<file path="src/design/csc_pkg.sv">
`timescale 1ns / 1ps
`default_nettype none
// ----------------------------------------------------------------------------
// CORDIC sine/cosine package
// Shared widths, the micro-rotation vector type and the arctangent table.
// ----------------------------------------------------------------------------
package csc_pkg;

    localparam int MAX_ITERATIONS = 14;
    localparam int FRACTION_BITS  = 13;
    localparam int ANGLE_W        = 15;
    localparam int OUT_W          = 16;
    // Internal datapath width leaves headroom above the 16-bit results.
    localparam int VEC_W          = 18;
    localparam int SHIFT_W        = 4;
    localparam int CFG_W          = 4;

    // Index of the iteration count register in the register file.
    localparam logic REG_ITERATION_COUNT = 1'b0;

    typedef logic [SHIFT_W-1:0] shift_t;
    typedef logic [CFG_W-1:0]   count_t;

    typedef struct packed {
        logic signed [VEC_W-1:0] x;
        logic signed [VEC_W-1:0] y;
        logic signed [VEC_W-1:0] z;
    } vec_t;

    // atan(2^-i) in Q13 radians.
    function automatic logic signed [VEC_W-1:0] atan_value(input shift_t idx);
        logic signed [VEC_W-1:0] v;
        begin
            case (idx)
                4'd0:    v = 18'sd6433;
                4'd1:    v = 18'sd3797;
                4'd2:    v = 18'sd2005;
                4'd3:    v = 18'sd1018;
                4'd4:    v = 18'sd510;
                4'd5:    v = 18'sd254;
                4'd6:    v = 18'sd127;
                4'd7:    v = 18'sd62;
                4'd8:    v = 18'sd31;
                4'd9:    v = 18'sd15;
                4'd10:   v = 18'sd7;
                4'd11:   v = 18'sd3;
                4'd12:   v = 18'sd1;
                default: v = 18'sd0;
            endcase
            return v;
        end
    endfunction

endpackage
`default_nettype wire

</file>
<file path="src/design/csc_cfg.sv">
`timescale 1ns / 1ps
`default_nettype none
// ----------------------------------------------------------------------------
// CORDIC configuration registers
// Register file behind the configuration port; holds the iteration count and
// presents it saturated to the table length.
// ----------------------------------------------------------------------------
module csc_cfg (
    input  wire logic                  aclk,
    input  wire logic                  aresetn,
    input  wire logic                  psel,
    input  wire logic                  penable,
    input  wire logic                  pwrite,
    input  wire logic [2:0]            paddr,
    input  wire logic [31:0]           pwdata,
    output logic      [31:0]           prdata,
    output logic                       pready,
    output csc_pkg::count_t            iter_n
);

    csc_pkg::count_t count_reg;
    csc_pkg::count_t count_next;
    logic            wr_en;

    assign pready = 1'b1;
    assign wr_en  = psel && penable && pwrite && (paddr[2] == csc_pkg::REG_ITERATION_COUNT);

    always_comb begin
        count_next = count_reg;
        if (wr_en) begin
            count_next = pwdata[csc_pkg::CFG_W-1:0];
        end
    end

    always_ff @(posedge aclk) begin
        if (!aresetn) begin
            count_reg <= csc_pkg::count_t'(csc_pkg::MAX_ITERATIONS);
        end else begin
            count_reg <= count_next;
        end
    end

    always_comb begin
        prdata = '0;
        if (paddr[2] == csc_pkg::REG_ITERATION_COUNT) begin
            prdata = {{(32-csc_pkg::CFG_W){1'b0}}, count_reg};
        end
    end

    assign iter_n = (count_reg > csc_pkg::count_t'(csc_pkg::MAX_ITERATIONS))
                  ? csc_pkg::count_t'(csc_pkg::MAX_ITERATIONS) : count_reg;

endmodule
`default_nettype wire

</file>
<file path="src/design/csc_stage.sv">
`timescale 1ns / 1ps
`default_nettype none
// ----------------------------------------------------------------------------
// CORDIC micro-rotation stage
// One registered rotation step with its own valid bit and ready back-pressure.
// ----------------------------------------------------------------------------
module csc_stage (
    input  wire logic                           aclk,
    input  wire logic                           aresetn,
    input  wire csc_pkg::shift_t                shift,
    input  wire logic signed [csc_pkg::VEC_W-1:0] atan,
    input  wire logic                           active,
    input  wire logic                           in_valid,
    output logic                                in_ready,
    input  wire csc_pkg::vec_t                  in_data,
    output logic                                out_valid,
    input  wire logic                           out_ready,
    output csc_pkg::vec_t                       out_data
);

    logic          valid_reg;
    csc_pkg::vec_t data_reg;
    csc_pkg::vec_t data_next;
    logic signed [csc_pkg::VEC_W-1:0] dx;
    logic signed [csc_pkg::VEC_W-1:0] dy;

    // A stage takes a new request whenever it is empty or its content moves on.
    assign in_ready = !valid_reg || out_ready;

    assign dx = in_data.y >>> shift;
    assign dy = in_data.x >>> shift;

    always_comb begin
        data_next = in_data;
        if (active) begin
            // A residual of exactly zero rotates in the negative direction.
            if (in_data.z > 0) begin
                data_next.x = in_data.x - dx;
                data_next.y = in_data.y + dy;
                data_next.z = in_data.z - atan;
            end else begin
                data_next.x = in_data.x + dx;
                data_next.y = in_data.y - dy;
                data_next.z = in_data.z + atan;
            end
        end
    end

    always_ff @(posedge aclk) begin
        if (!aresetn) begin
            valid_reg <= 1'b0;
        end else if (in_ready) begin
            valid_reg <= in_valid;
        end
    end

    always_ff @(posedge aclk) begin
        if (in_ready && in_valid) begin
            data_reg <= data_next;
        end
    end

    assign out_valid = valid_reg;
    assign out_data  = data_reg;

endmodule
`default_nettype wire

</file>
<file path="src/design/cordic_rotation_sin_cos_unit.sv">
`timescale 1ns / 1ps
`default_nettype none
// ----------------------------------------------------------------------------
// CORDIC rotation-mode sine/cosine unit
// Rotates (8192, 0) by the requested angle and returns x, y and the residual,
// still scaled by the CORDIC gain.
// ----------------------------------------------------------------------------
//  Channel   Direction  Contents
//  s_        in         angle, Q13 radians
//  m_        out        cosine_scaled, sine_scaled, residual_angle
//  APB       in/out     iteration_count at address 0
//
// One register stage per micro-rotation of the table; a request is accepted per
// cycle unless an m_ stall fills all stages. Stages past the iteration count pass
// the vector through unchanged. Each stage has its own valid bit, so a stall
// on m_ only backs up as far as the first empty stage, and bubbles are filled
// while a result waits. Reset clears the valid bits and sets the count to 14.
// ----------------------------------------------------------------------------
module cordic_rotation_sin_cos_unit (
    input  wire logic        aclk,
    input  wire logic        aresetn,
    input  wire logic        s_tvalid,
    output logic             s_tready,
    input  wire logic [15:0] s_tdata,   // [14:0] angle, [15] zero
    output logic             m_tvalid,
    input  wire logic        m_tready,
    output logic [47:0]      m_tdata,   // [15:0] cosine_scaled, [31:16] sine_scaled,
                                        // [47:32] residual_angle
    input  wire logic        psel,
    input  wire logic        penable,
    input  wire logic        pwrite,
    input  wire logic [2:0]  paddr,
    input  wire logic [31:0] pwdata,
    output logic      [31:0] prdata,
    output logic             pready
);

    localparam int N = csc_pkg::MAX_ITERATIONS;

    csc_pkg::count_t iter_n;
    logic            valid_w [N+1];
    logic            ready_w [N+1];
    csc_pkg::vec_t   data_w  [N+1];

    csc_cfg u_cfg (
        .aclk    (aclk),
        .aresetn (aresetn),
        .psel    (psel),
        .penable (penable),
        .pwrite  (pwrite),
        .paddr   (paddr),
        .pwdata  (pwdata),
        .prdata  (prdata),
        .pready  (pready),
        .iter_n  (iter_n)
    );

    assign valid_w[0]  = s_tvalid;
    assign s_tready    = ready_w[0];
    assign data_w[0].x = csc_pkg::VEC_W'(1 << csc_pkg::FRACTION_BITS);
    assign data_w[0].y = '0;
    assign data_w[0].z = {{(csc_pkg::VEC_W-csc_pkg::ANGLE_W){s_tdata[csc_pkg::ANGLE_W-1]}},
                          s_tdata[csc_pkg::ANGLE_W-1:0]};

    for (genvar g = 0; g < N; g++) begin : g_stage
        csc_stage u_stage (
            .aclk      (aclk),
            .aresetn   (aresetn),
            .shift     (csc_pkg::shift_t'(g)),
            .atan      (csc_pkg::atan_value(csc_pkg::shift_t'(g))),
            .active    (csc_pkg::count_t'(g) < iter_n),
            .in_valid  (valid_w[g]),
            .in_ready  (ready_w[g]),
            .in_data   (data_w[g]),
            .out_valid (valid_w[g+1]),
            .out_ready (ready_w[g+1]),
            .out_data  (data_w[g+1])
        );
    end

    assign ready_w[N] = m_tready;
    assign m_tvalid   = valid_w[N];
    assign m_tdata    = {data_w[N].z[csc_pkg::OUT_W-1:0],
                         data_w[N].y[csc_pkg::OUT_W-1:0],
                         data_w[N].x[csc_pkg::OUT_W-1:0]};

endmodule
`default_nettype wire

</file>
<file path="config.mk">
export PLATFORM = sky130hd
export DESIGN_NAME = cordic_rotation_sin_cos_unit
export DESIGN_NICKNAME = d
export VERILOG_FILES = /design/src/design/csc_pkg.sv /design/src/design/csc_cfg.sv /design/src/design/csc_stage.sv /design/src/design/cordic_rotation_sin_cos_unit.sv
export SDC_FILE = /design/constraint.sdc
export NUM_CORES = 2
export LEC_CHECK = 0
export BUFFER_PORTS_ARGS = -buffer_cell sky130_fd_sc_hd__buf_2
export CAP_MARGIN = 20
export CORE_MARGIN = 1.5
export CORE_UTILIZATION = 40
export DETAILED_ROUTE_END_ITERATION = 16
export PLACE_DENSITY = 0.61
export SYNTH_ARGS = -nofsm -noshare
export SYNTH_HDL_FRONTEND = slang
export SYNTH_SLANG_ARGS = --single-unit
export TNS_END_PERCENT = 10
</file>
<file path="constraint.sdc">
create_clock -name aclk -period 13.7 [get_ports aclk]
set_input_delay 2.055 -clock aclk [delete_from_list [all_inputs] [get_ports aclk]]
set_output_delay 2.055 -clock aclk [all_outputs]
set_load 0.005 [all_outputs]
</file>
==> impl_metrics.csv <==
group,metric,value,unit
status,status,"complete, no violations",
die,ioPinCount,141,
clock_network,cts_tree,"built",
timing,fmax,142,MHz
synth,synth-xor-area-share,0.0935,
clock_network,ctsRootBufferMaster,"clkbuf_16",
routing,drc_errors,0,
clock_network,cts.sinks,665,
synth,muxShareOfSynthArea,0.0143,
timing,setup_viol,0,
finish,n_antenna_cell,0,
timing,fin_worst_skew,0.0289,ns
routing,antenna_left,0,
routing,finalWirelength,131000,um
timing,hold_viol,0,
synth,synth_top_family_by_area,"compound AO/OA/AOI/OAI gates",
clock_network,htree_num_levels,3,
synth,synth.area.top_cells,"edfxtp_1 35%, ha_1 13%, xnor2_1 5.3%, o21ai_0 5.1%, nand2_1 5.0%",
critical_path,endpoint_kind,"output pin",
synth,synth_edf_count,647,
die,die_h,377,um
synth,yosys.area_share.simple,0.159,
critical_path,path_class,"in2out",
min_path,hp-class,"reg2reg",
die,die_w,377,um
global_routing,first_global_vias,41770,
synth,async_flop_share,0,
timing,rsz0062_at_grt,"no",
die,core,0.139,mm2
synth,synthAdderAreaFrac,0.143,
timing,tightest_slew,1.15,ns
global_routing,antenna_found_initial,0,
routing,avgViaCountPerCell,5.43,
clock_network,cts_made_buffers,79,
global_routing,groute.usage.overall,0.182,
die,rows,137,
global_routing,grt_first_pass_wirelength,214000,um
routing,post_drt_wl_per_cell,16.1,um
synth,synth_top_cell_area_share,0.347,
finish,area_growth,8.62,%
clock_network,clk_pin_slew_worst_paths,0.06,ns
synth,avgSynthCellArea,8.99,um2
synth,synth_cell_types,90,
critical_path,cp-start-kind,"input port",
power,p_leak,23.7,nW
place,place_inst,8013,
routing,first_iter_violations,2795,
critical_path,crit_required,11.64,ns
synth,synth_compound_area_frac,0.195,
synth,ys_seq_area_frac,0.353,
place,dp_hpwl,101000,um
clock_network,insertion_delay,0.69,ns
synth,syn_area,0.0560,mm2
synth,ys.flop_type,"edfxtp_1",
finish,stdcell_count,8160,
clock_network,postCtsHoldBufs,0,
global_routing,grt_overflow,0,
place,gp_congestion,0.873,
job,maxCapViolCount,0,
timing,min_period,7.06,ns
routing,drtPass1Iterations,6,
routing,route.vias.total,44348,
timing,slew_headroom,0.231,
timing,slew_viol_final,0,
power,vdd_drop_max,0.0000885,V
finish,drive_gt1_frac,0.0597,
synth,synthCells,6229,
power,cellPowerDensity,81.1,mW/mm2
timing,setup_tns,0,ns
die,start_util,0.402,
clock_network,cts.path.max_buffers,3,
synth,synth-warning-count,0,
clock_network,post_cts_resize_count,0,
place,port_buffers,80,
synth,synth_common_cells,"752 x nand2_1, 647 x edfxtp_1, 581 x ha_1, 568 x o21ai_0, 501 x a21oi_1",
critical_path,crit_start,"m_tready",
critical_path,arrival,5.01,ns
timing,final.period_utilization,0.515,
synth,ys_ff_latch,665,
min_path,worstHoldStart,"g_stage[12].u_stage.out_data[13]",
finish,final_nets,6895,
critical_path,rr_startpoint,"g_stage[8].u_stage.out_data[9]",
synth,post-synth-top-area-cell,"edfxtp_1",
critical_path,critPathMaxFanout,6,
clock_network,cts_setup_buffers,0,
synth,yosysMostFrequentCell,"nand2_1",
die,die_area,0.142,mm2
global_routing,grt_max_degree,102,
finish,largest_reg_flops,647,
kinds of logic after synthesis:
group / count (synthesis)
AOI/OAI and AO/OA: 1786
xor gates and xnor gates: 598
adders and majority gates: 617
buffers and inverters: 557
DFF: 665
muxes: 74
other: 2
and+or+nand+nor: 1930
worst max-delay path: stages:
cell and delay [ns]:
buf_2 0.10, nor2b_1 0.48, and3_1 0.55, and3_1 0.41, and3_1 0.37, and3_1 0.29, and4_1 0.45, nand3_1 0.14
buf_2 0.15
path summary, 6_finish.rpt:
kind              slack [ns]                               end  cells after the start
setup reg to reg        8.25   g_stage[9].u_stage.out_data[52]                     19
hold reg to reg         0.45  g_stage[13].u_stage.out_data[13]                      0
hold / removal          0.45  g_stage[13].u_stage.out_data[13]                      0
setup / recovery        6.64                          s_tready                      9
power by group:
part / leakage (nW) / switching [mW] / internal (mW)
clock network: 1.24 / 0.870 / 1.22
registers: 5.98 / 0.0361 / 2.28
logic: 16.4 / 0.294 / 0.226
total: 23.7 / 1.20 / 3.73
cell type report:
type | instances | area, um2
well taps | 1876 | 2350
clock buffers | 100 | 2100
multi-input cells | 5034 | 34200
flip-flops and latches | 665 | 19800
clock inverters | 45 | 469
fillers | 13574 | 78400
repair buffers | 132 | 811
inverters | 308 | 1160
per-stage QoR:
stage | power [mW] | hold slack (ns) | utilization | worst slack, ns | cell area, um2
2_1_floorplan | 2.76 | 0.427 | - | 6.43 | 56100
3_3_place_gp | 2.86 | 0.434 | 0.418 | 6.67 | 58200
3_5_place_dp | 2.87 | 0.437 | 0.418 | 6.64 | 58200
4_1_cts | 5.00 | 0.447 | 0.437 | 6.63 | 60800
5_1_grt | 5.14 | 0.459 | 0.437 | 6.48 | 60800
6_report | 4.93 | 0.447 | 0.437 | 6.64 | 60800
routing by layer:
layer  track usage  wire (um)  share of wire
met1         0.241      60900           0.46
met2         0.312      62500           0.48
met3        0.0221       4590          0.035
met4        0.0521       3420          0.026
met5             0          0              0
cells in the final DEF, fill, tap and decap left out, types with 58 or more instances in the layout:
cell / count
inv_1: 302
nand3_1: 96
o31ai_1: 92
nor3_1: 152
nor4_1: 70
or3_1: 65
clkbuf_16: 81
ha_1: 581
a21o_1: 168
xor2_1: 259
xnor2_1: 339
o21ai_0: 567
nor2b_1: 58
o21a_1: 78
nand2_1: 749
nor2_1: 465
buf_2: 80
edfxtp_1: 647
nand2b_1: 62
a21oi_1: 498
o21bai_1: 64
(Power assumes the default switching activity.)
